File: config.mk
export PLATFORM = sky130hd
export DESIGN_NAME = variable_partition_allocator_core
export DESIGN_NICKNAME = d
export VERILOG_FILES = /design/src/hdl/vpa_pkg.sv /design/src/hdl/variable_partition_allocator_core.sv
export SDC_FILE = /design/constraint.sdc
export NUM_CORES = 2
export LEC_CHECK = 0
export BUFFER_PORTS_ARGS = -buffer_cell sky130_fd_sc_hd__buf_2
export CAP_MARGIN = 20
export CORE_UTILIZATION = 50
export CTS_BUF_LIST = sky130_fd_sc_hd__clkbuf_16
export DETAILED_ROUTE_END_ITERATION = 16
export HOLD_SLACK_MARGIN = 0.03
export PLACE_DENSITY = 0.7
export SLEW_MARGIN = 20
export SYNTH_ARGS = -nofsm -noshare
export SYNTH_HDL_FRONTEND = slang
export SYNTH_SLANG_ARGS = --single-unit
File: constraint.sdc
create_clock -name aclk -period 9.7 [get_ports aclk]
set_input_delay 0.97 -clock aclk [delete_from_list [all_inputs] [get_ports aclk]]
set_output_delay 0.97 -clock aclk [all_outputs]
set_load 0.05 [all_outputs]
File: src/hdl/vpa_pkg.sv
// ----------------------------------------------------------------------------
// vpa_pkg
// Shared types and constants of the variable partition allocator.
// ----------------------------------------------------------------------------
`default_nettype none
package vpa_pkg;
    localparam int unsigned MaxHolesDefault = 16;
    localparam int unsigned MaxPartsDefault = 16;
    localparam int unsigned AddrW = 16;
    localparam int unsigned IdW = 8;
    localparam int unsigned StatusW = 3;
    localparam int unsigned CfgIdxW = 2;

    localparam logic [StatusW-1:0] ST_OK        = 3'd0;
    localparam logic [StatusW-1:0] ST_NO_SPACE  = 3'd1;
    localparam logic [StatusW-1:0] ST_FRAG      = 3'd2;
    localparam logic [StatusW-1:0] ST_NOT_FOUND = 3'd3;
    localparam logic [StatusW-1:0] ST_FULL      = 3'd4;

    localparam logic [CfgIdxW-1:0] REG_TOTAL    = 2'd0;
    localparam logic [CfgIdxW-1:0] REG_RESERVED = 2'd1;
    localparam logic [CfgIdxW-1:0] REG_FIT      = 2'd2;

    localparam logic [1:0] FIT_BEST  = 2'd0;
    localparam logic [1:0] FIT_WORST = 2'd1;
    localparam logic [1:0] FIT_FIRST = 2'd2;

    localparam logic ACT_ALLOC = 1'b0;
    localparam logic ACT_FREE  = 1'b1;
endpackage
`default_nettype wire

File: src/hdl/variable_partition_allocator_core.sv
// ----------------------------------------------------------------------------
// variable_partition_allocator_core
// Hole / partition table allocator with best, worst or first fit selection.
// ----------------------------------------------------------------------------
// Channel  | Dir | Handshake        | Payload
// s_       | in  | tvalid/tready    | tdata: action[0] process_id[8:1] size[24:9]
// m_       | out | tvalid/tready    | tdata: status[2:0] base_address[18:3]
// cfg      | in  | cfg_we           | cfg_idx, cfg_wdata
//
// One request walks the partition table once and the hole table once or
// twice, one entry per cycle. s_tready is low meanwhile.
// Reset and layout writes rebuild both tables (valid bits and hole 0 only).
// A result held on m_ with m_tready low blocks the next request.
`default_nettype none
module variable_partition_allocator_core #(
    parameter int unsigned MAX_HOLES = vpa_pkg::MaxHolesDefault,
    parameter int unsigned MAX_PARTS = vpa_pkg::MaxPartsDefault
) (
    input  wire logic        aclk,
    input  wire logic        aresetn,
    input  wire logic        s_tvalid,
    output logic             s_tready,
    input  wire logic [31:0] s_tdata,   // action, process_id, request_size
    output logic             m_tvalid,
    input  wire logic        m_tready,
    output logic [23:0]      m_tdata,   // status, base_address
    input  wire logic        cfg_we,
    input  wire logic [vpa_pkg::CfgIdxW-1:0] cfg_idx,
    input  wire logic [15:0] cfg_wdata
);
    import vpa_pkg::*;

    localparam int unsigned HW = (MAX_HOLES > 1) ? $clog2(MAX_HOLES) : 1;
    localparam int unsigned PW = (MAX_PARTS > 1) ? $clog2(MAX_PARTS) : 1;
    localparam int unsigned HCW = $clog2(MAX_HOLES + 1);
    localparam int unsigned PCW = $clog2(MAX_PARTS + 1);

    typedef enum logic [6:0] {
        S_IDLE  = 7'b0000001,
        S_PSCAN = 7'b0000010,
        S_HSCAN = 7'b0000100,
        S_SSCAN = 7'b0001000,
        S_FSCAN = 7'b0010000,
        S_APPLY = 7'b0100000,
        S_OUT   = 7'b1000000
    } state_t;

    state_t state_reg, state_next;

    logic [15:0] total_reg, reserved_reg;
    logic [1:0]  fit_reg;

    logic [AddrW-1:0] hole_base [MAX_HOLES];
    logic [AddrW-1:0] hole_size [MAX_HOLES];
    logic [MAX_HOLES-1:0] hole_valid_reg;
    logic [IdW-1:0]   part_owner [MAX_PARTS];
    logic [AddrW-1:0] part_base [MAX_PARTS];
    logic [AddrW-1:0] part_size [MAX_PARTS];
    logic [MAX_PARTS-1:0] part_valid_reg;

    logic             act_reg;
    logic [IdW-1:0]   id_reg;
    logic [AddrW-1:0] size_reg;
    logic [PCW-1:0]   pidx_reg;
    logic [HCW-1:0]   hidx_reg;
    logic             slot_ok_reg, pick_ok_reg, lo_ok_reg, up_ok_reg, fr_ok_reg;
    logic [PW-1:0]    slot_reg;
    logic [HW-1:0]    pick_reg, lo_reg, up_reg, fr_reg;
    logic [16:0]      sum_reg;
    logic [AddrW-1:0] fb_reg, fs_reg;   // freed base and size
    logic [StatusW-1:0] status_reg;
    logic [AddrW-1:0] out_base_reg;
    logic             layout_wr;

    logic [HW-1:0] hi;
    logic [PW-1:0] pi;
    logic          hv;
    logic [AddrW-1:0] cb, cs, pb, ps, hend;
    logic better;

    assign hi = hidx_reg[HW-1:0];
    assign pi = pidx_reg[PW-1:0];
    assign hv = hole_valid_reg[hi];
    assign cb = hole_base[hi];
    assign cs = hole_size[hi];
    assign pb = hole_base[pick_reg];
    assign ps = hole_size[pick_reg];
    assign hend = cb + cs;
    assign layout_wr = cfg_we && (cfg_idx == REG_TOTAL || cfg_idx == REG_RESERVED);

    // Shared comparator of the fit search.
    always_comb begin
        priority if (fit_reg == FIT_BEST) begin
            better = (cs < ps) || (cs == ps && cb < pb);
        end else if (fit_reg == FIT_WORST) begin
            better = (cs > ps) || (cs == ps && cb < pb);
        end else begin
            better = cb < pb;
        end
    end

    assign s_tready = (state_reg == S_IDLE);
    assign m_tvalid = (state_reg == S_OUT);
    assign m_tdata  = {5'd0, out_base_reg, status_reg};

    always_comb begin
        state_next = state_reg;
        unique case (state_reg)
            S_IDLE:  if (s_tvalid) state_next = S_PSCAN;
            S_PSCAN: begin
                if (act_reg == ACT_ALLOC && size_reg == '0) state_next = S_OUT;
                else if (pidx_reg == PCW'(MAX_PARTS)) begin
                    if (act_reg == ACT_ALLOC) state_next = slot_ok_reg ? S_HSCAN : S_OUT;
                    else state_next = slot_ok_reg ? S_FSCAN : S_OUT;
                end else if (act_reg == ACT_FREE && part_valid_reg[pi]
                             && part_owner[pi] == id_reg) state_next = S_FSCAN;
                else if (act_reg == ACT_ALLOC && !part_valid_reg[pi]) state_next = S_HSCAN;
            end
            S_HSCAN: if (hidx_reg == HCW'(MAX_HOLES))
                         state_next = pick_ok_reg ? S_APPLY : S_SSCAN;
            S_SSCAN: if (hidx_reg == HCW'(MAX_HOLES)) state_next = S_OUT;
            S_FSCAN: if (hidx_reg == HCW'(MAX_HOLES))
                         state_next = (lo_ok_reg || up_ok_reg || fr_ok_reg) ? S_APPLY : S_OUT;
            S_APPLY: state_next = S_OUT;
            S_OUT:   if (m_tready) state_next = S_IDLE;
            default: state_next = S_IDLE;
        endcase
    end

    always_ff @(posedge aclk) begin
        if (!aresetn) begin
            state_reg <= S_IDLE;
            total_reg <= 16'hFFFF;
            reserved_reg <= '0;
            fit_reg <= FIT_FIRST;
            hole_valid_reg <= MAX_HOLES'(1);
            part_valid_reg <= '0;
            hole_base[0] <= '0;
            hole_size[0] <= 16'hFFFF;
        end else begin
            state_reg <= state_next;
            if (cfg_we) begin
                if (cfg_idx == REG_TOTAL) total_reg <= cfg_wdata;
                if (cfg_idx == REG_RESERVED) reserved_reg <= cfg_wdata;
                if (cfg_idx == REG_FIT) fit_reg <= cfg_wdata[1:0];
            end
            if (layout_wr) begin
                logic [15:0] t, r;
                t = (cfg_idx == REG_TOTAL) ? cfg_wdata : total_reg;
                r = (cfg_idx == REG_RESERVED) ? cfg_wdata : reserved_reg;
                hole_base[0] <= r;
                hole_size[0] <= t - r;
                hole_valid_reg <= MAX_HOLES'(t > r);
                part_valid_reg <= '0;
            end
            unique case (state_reg)
                S_IDLE: begin
                    act_reg <= s_tdata[0];
                    id_reg <= s_tdata[8:1];
                    size_reg <= s_tdata[24:9];
                    pidx_reg <= '0;
                    hidx_reg <= '0;
                    slot_ok_reg <= 1'b0;
                    pick_ok_reg <= 1'b0;
                    lo_ok_reg <= 1'b0;
                    up_ok_reg <= 1'b0;
                    fr_ok_reg <= 1'b0;
                    sum_reg <= '0;
                    out_base_reg <= '0;
                    status_reg <= ST_OK;
                end
                S_PSCAN: begin
                    if (act_reg == ACT_ALLOC && size_reg == '0) begin
                        status_reg <= ST_NO_SPACE;
                    end else if (pidx_reg == PCW'(MAX_PARTS)) begin
                        status_reg <= (act_reg == ACT_ALLOC) ? ST_FULL : ST_NOT_FOUND;
                    end else begin
                        pidx_reg <= pidx_reg + 1'b1;
                        if (act_reg == ACT_FREE && part_valid_reg[pi]
                            && part_owner[pi] == id_reg) begin
                            slot_ok_reg <= 1'b1;
                            slot_reg <= pi;
                            fb_reg <= part_base[pi];
                            fs_reg <= part_size[pi];
                        end else if (act_reg == ACT_ALLOC && !part_valid_reg[pi]) begin
                            slot_ok_reg <= 1'b1;
                            slot_reg <= pi;
                        end
                    end
                end
                S_HSCAN: begin
                    if (hidx_reg == HCW'(MAX_HOLES)) hidx_reg <= '0;
                    else begin
                        hidx_reg <= hidx_reg + 1'b1;
                        if (hv && cs >= size_reg && (!pick_ok_reg || better)) begin
                            pick_ok_reg <= 1'b1;
                            pick_reg <= hi;
                        end
                    end
                end
                S_SSCAN: begin
                    if (hidx_reg == HCW'(MAX_HOLES))
                        status_reg <= (sum_reg >= {1'b0, size_reg}) ? ST_FRAG : ST_NO_SPACE;
                    else begin
                        hidx_reg <= hidx_reg + 1'b1;
                        // Stop adding once bit 16 is set: the sum then exceeds any request.
                        if (hv && !sum_reg[16]) sum_reg <= sum_reg + {1'b0, cs};
                    end
                end
                S_FSCAN: begin
                    if (hidx_reg == HCW'(MAX_HOLES)) begin
                        if (!(lo_ok_reg || up_ok_reg || fr_ok_reg)) status_reg <= ST_FULL;
                    end else begin
                        hidx_reg <= hidx_reg + 1'b1;
                        if (!hv) begin
                            if (!fr_ok_reg) begin
                                fr_ok_reg <= 1'b1;
                                fr_reg <= hi;
                            end
                        end else if (!lo_ok_reg && hend == fb_reg
                                     && ({1'b0, cb} + {1'b0, cs}) < 17'h10000) begin
                            lo_ok_reg <= 1'b1;
                            lo_reg <= hi;
                        end else if (!up_ok_reg
                                     && {1'b0, cb} == {1'b0, fb_reg} + {1'b0, fs_reg}) begin
                            up_ok_reg <= 1'b1;
                            up_reg <= hi;
                        end
                    end
                end
                S_APPLY: begin
                    if (act_reg == ACT_ALLOC) begin
                        part_valid_reg[slot_reg] <= 1'b1;
                        part_owner[slot_reg] <= id_reg;
                        part_base[slot_reg] <= pb;
                        part_size[slot_reg] <= size_reg;
                        out_base_reg <= pb;
                        hole_base[pick_reg] <= pb + size_reg;
                        hole_size[pick_reg] <= ps - size_reg;
                        if (ps == size_reg) hole_valid_reg[pick_reg] <= 1'b0;
                    end else begin
                        part_valid_reg[slot_reg] <= 1'b0;
                        out_base_reg <= fb_reg;
                        if (lo_ok_reg && up_ok_reg) begin
                            hole_size[lo_reg] <= hole_size[lo_reg] + fs_reg + hole_size[up_reg];
                            hole_valid_reg[up_reg] <= 1'b0;
                        end else if (lo_ok_reg) begin
                            hole_size[lo_reg] <= hole_size[lo_reg] + fs_reg;
                        end else if (up_ok_reg) begin
                            hole_base[up_reg] <= fb_reg;
                            hole_size[up_reg] <= hole_size[up_reg] + fs_reg;
                        end else begin
                            hole_base[fr_reg] <= fb_reg;
                            hole_size[fr_reg] <= fs_reg;
                            hole_valid_reg[fr_reg] <= (fs_reg != '0);
                        end
                    end
                end
                S_OUT: ;
                default: ;
            endcase
        end
    end

    ap_one_side: assert property (@(posedge aclk) disable iff (!aresetn)
        !(s_tready && m_tvalid)) else $error("ready and result valid together");
    ap_hold: assert property (@(posedge aclk) disable iff (!aresetn)
        m_tvalid && !m_tready |=> m_tvalid && $stable(m_tdata))
        else $error("result dropped");
    ap_err_base: assert property (@(posedge aclk) disable iff (!aresetn)
        m_tvalid && status_reg != ST_OK |-> out_base_reg == '0)
        else $error("nonzero base on error");
endmodule
`default_nettype wire

==> results.md <==
| Stage | Quantity | Value |
| --- | --- | --- |
| power | Net switching power | 4.454 mW |
| logic synthesis | Synth Instances | 4330 |
| die | Floorplan die height | 377.4 um |
| clocking | Clock Tree Buf Depth | 3 |
| sta | Final setup violation count | 0 |
| logic synthesis | Sequential-to-total area share from yosys stat | 57.20% |
| worst setup path | R2R Path End | up_reg[1] |
| worst setup path | Slack of the worst reg-to-reg path | 2.56 ns |
| routing | Wire length reported by the detailed router | 204100 um |
| routing | Vias post-DR | 43.80k |
| sta | Final slew viol count | 0 |
| grt | Aggregate global routing overflow | 0 |
| die | Effective utilization at floorplan | 50.43% |
| worst setup path | Register-to-Register Path Depth | 13 |
| sta | Unrepaired setup endpoints after global routing | no |
| clocking | Clk slew on worst S/H paths | 0.07 ns |
| die | Number of placement rows | 137 |
| routing | Number of vias per cell | 6.844 |
| logic synthesis | Count of state elements after synthesis | 1373 |
| logic synthesis | Synth cell types | 86 |
| layout | Fill cells | 10.59k |
| grt | GRT Util Overall | 28.90% |
| clocking | Root buffer cell | sky130_fd_sc_hd__clkbuf_16 |
| power | Share of power burned in the clock network | 34.8% |
| logic synthesis | Top flip-flop cell by instance count after synthesis | sky130_fd_sc_hd__edfxtp_1 |
| logic synthesis | Cell types with the largest area share after synthesis | sky130_fd_sc_hd__edfxtp_1 (55%), sky130_fd_sc_hd__mux4_2 (21%), sky130_fd_sc_hd__ha_1 (3.6%) |
| placement | Number of port buffers | 68 |
| layout | Register area | 40340 sq um |
| sta | Skew final | 0.04475 ns |
| layout | Most frequent cells in the layout | sky130_fd_sc_hd__edfxtp_1 (1280), sky130_fd_sc_hd__mux4_2 (670), sky130_fd_sc_hd__nor2_1 (212), sky130_fd_sc_hd__ha_1 (205), sky130_fd_sc_hd__nand2_1 (192) |
| sta | Clock period minus final worst setup slack | 7.143 ns |
| worst setup path | Data arrival time of the critical path | 7.54 ns |
| die | Standard cell core area | 139700 sq um |
| sta | Setup TNS | 0 ns |
| worst setup path | Crit path kind | register to register |
| power | Fraction of power spent switching nets | 28.66% |
| worst setup path | Required time of the critical path | 10.10 ns |
| logic synthesis | Warnings from Yosys | 0 |
| worst setup path | Startpoint type of the worst setup path | register |
| layout | Area added between synthesis and finish | 10.79% |
| logic synthesis | Synthesized area per cell | 16.27 sq um |
| sta | Headroom to the max-slew limit | 22.25% |
| clocking | Buffers inserted by post-CTS timing repair | 0 |
| clocking | Hold buffer count at cts | 0 |
| grt | Initial antenna violation count | 5 |
| logic synthesis | Portion of synthesized cell area occupied by the leading cell type | 54.56% |
| min path | Worst Hold Depth | 1 |
| die | Top Ports | 81 |
| power | Cell Pwr Density | 199.1 nW/um^2 |
| sta | Tightest Pin Transition | 1.163 ns |
| power | IR Drop Worst-Case VDD | 0.1999 mV |
| routing | Final routed DRC violation total | 0 |
| layout | Share of cells above drive strength 1 | 26.45% |
| logic synthesis | Proportion of synthesized flip-flops having asynchronous set or reset | 0% |
| power | Overall Power | 15.54 mW |
| die | Width of the chip | 377.4 um |
| die | Overall die area | 142400 sq um |
| sta | Fraction of the cycle the final worst path needs | 73.64% |
| placement | HPWL after detailed placement | 125300 um |
| clocking | Clock sink count | 1373 |
| worst setup path | Critical-path maximum fanout | 42 |
| routing | DRT Pass-1 Iters | 7 |
| grt | Via count of the first global-routing pass | 42.84k |
| clocking | Clock tree from TritonCTS | done |
| clocking | Worst skew pair latency | 0.81 ns |
| clocking | Post-CTS Resized | 0 |
| worst setup path | Sort of element at the end of the critical path | register |
| outcome | Outcome | complete, no violations |
| clocking | Cts bufs inserted | 143 |
| logic synthesis | Count of flip-flops with a built-in enable after synthesis | 1280 |
| routing | Number of violations reported at the end of detailed-routing iteration 0 | 5758 |
| logic synthesis | Yosys top cell by area | sky130_fd_sc_hd__edfxtp_1 |
| power | P_leak | 25.78 nW |
| placement | RD Place Congestion | 0.9606 |
| logic synthesis | Mapped Area | 70450 sq um |
| grt | Largest net degree at the start of global routing | 108 |
| routing | Final ANT Viol Nets | 0 |
| power | Relative contribution of sequential cells to total power | 44.6% |
| grt | Global-route wire length before repair | 295100 um |
| layout | Total area of multi-input combinational cells | 29050 sq um |
| sta | Fin. Hold Viols | 0 |
| power | Combinational group share of total power | 20.6% |
| worst setup path | Endpoint of the worst setup timing path | up_reg[1] |
| layout | Leading cell type in the layout, fill and taps excluded | sky130_fd_sc_hd__edfxtp_1 |
| power | Internal power of the cells | 11.09 mW |
| min path | Type of the worst min-delay path | primary input to register |
| clocking | Number of levels the H-tree was split into | 4 |
| sta | Maximum clock rate | 140.0 MHz |
| routing | Routed wirelength normalized by instance count | 31.89 um |
| layout | Final-stage net count | 4680 |
| flow run | Max-cap violation count | 0 |
stage by stage:
stage / cells / worst slack [ns] / hold WS [ns] / util [%] / area, sq um
6_report: 6399 / 2.557 / 0.3330 / 55.87 / 78050
5_1_grt: 6398 / 2.231 / 0.3105 / 55.87 / 78050
4_1_cts: 6395 / 2.375 / 0.2848 / 55.80 / 77960
3_5_place_dp: 6139 / 2.424 / 0.4557 / 52.51 / 73360
3_3_place_gp: 6139 / 2.458 / 0.4488 / 52.50 / 73340
2_1_floorplan: 4334 / 2.544 / 0.4244 / - / 70470
cells by family (layout without fill, tap and decap cells):
family | after synthesis | in the layout | synth area share (%)
muxes | 814 | 814 | 23.89
and+or+nand+nor | 801 | 801 | 5.426
other | 1 | 6 | 0.005323
DFF | 1373 | 1373 | 57.20
AOI/OAI and AO/OA | 619 | 619 | 5.687
adders and majority gates | 214 | 214 | 3.896
xor gates and xnor gates | 140 | 140 | 1.792
buffers and inverters | 368 | 556 | 2.101
synthesized netlist by cell type (53+ instances only):
cell type / count
sky130_fd_sc_hd__edfxtp_1: 1280
sky130_fd_sc_hd__nor3_1: 61
sky130_fd_sc_hd__mux4_2: 670
sky130_fd_sc_hd__clkbuf_1: 169
sky130_fd_sc_hd__a21o_1: 53
sky130_fd_sc_hd__o21ai_0: 142
sky130_fd_sc_hd__nor2_1: 259
sky130_fd_sc_hd__nand3_1: 63
sky130_fd_sc_hd__nand2_1: 192
sky130_fd_sc_hd__a21oi_1: 143
sky130_fd_sc_hd__buf_1: 57
sky130_fd_sc_hd__xnor2_1: 89
sky130_fd_sc_hd__inv_1: 114
sky130_fd_sc_hd__ha_1: 205
sky130_fd_sc_hd__dfxtp_1: 93
sky130_fd_sc_hd__mux2i_1: 95
worst max-delay path, stage by stage, from the launching register on:
cell and delay (ns):
sky130_fd_sc_hd__dfxtp_4 0.75, sky130_fd_sc_hd__buf_4 0.82, sky130_fd_sc_hd__mux4_2 0.64, sky130_fd_sc_hd__mux4_2 0.63, sky130_fd_sc_hd__ha_1 0.41, sky130_fd_sc_hd__a2111o_1 0.40
sky130_fd_sc_hd__a21oi_1 0.20, sky130_fd_sc_hd__o21ai_0 0.20, sky130_fd_sc_hd__o31ai_1 0.50, sky130_fd_sc_hd__nor2_1 0.10, sky130_fd_sc_hd__a211oi_1 0.36, sky130_fd_sc_hd__nor4_1 0.18
sky130_fd_sc_hd__or4_1 0.55, sky130_fd_sc_hd__nor4_1 0.93
layer usage:
metal	track usage, %	part of all wire [%]	vias to the layer above
li1	-	-	17986
met1	40.34	39	22693
met2	44.18	46	2624
met3	5.850	11	492
met4	12.77	4.5	2
met5	0	0.0049	-
area by class of cell:
cell class / count / area share [%]
diodes: 1 / 0.003206
clock buffers: 147 / 4.713
clock inverters: 109 / 1.180
inverters: 116 / 0.5579
multi-input cells: 2593 / 37.21
flip-flops and latches: 1373 / 51.68
well taps: 1876 / 3.007
repair buffers: 184 / 1.642
how the worst min path moves through the flow:
stage / end / start / slack (ns)
after floorplan: slot_reg[3] / pidx_reg[3] / 0.42
after global placement: total_reg[9] / total_reg[9] / 0.45
after detailed placement: total_reg[12] / total_reg[12] / 0.46
after CTS: size_reg[10] / s_tdata[19] / 0.28
after global routing: size_reg[8] / s_tdata[17] / 0.31
final: size_reg[10] / s_tdata[19] / 0.33
power by group through the flow:
stage               clock, mW  sequential, mW  combinational [mW]
floorplan                   0            6.99                2.24
global placement            0            7.05                3.09
detailed placement          0            7.05                3.14
CTS                      5.46            6.93                3.16
global route             5.66            6.94                3.43
finish                   5.41            6.93                3.21
Power figures use the tool's default switching activity.
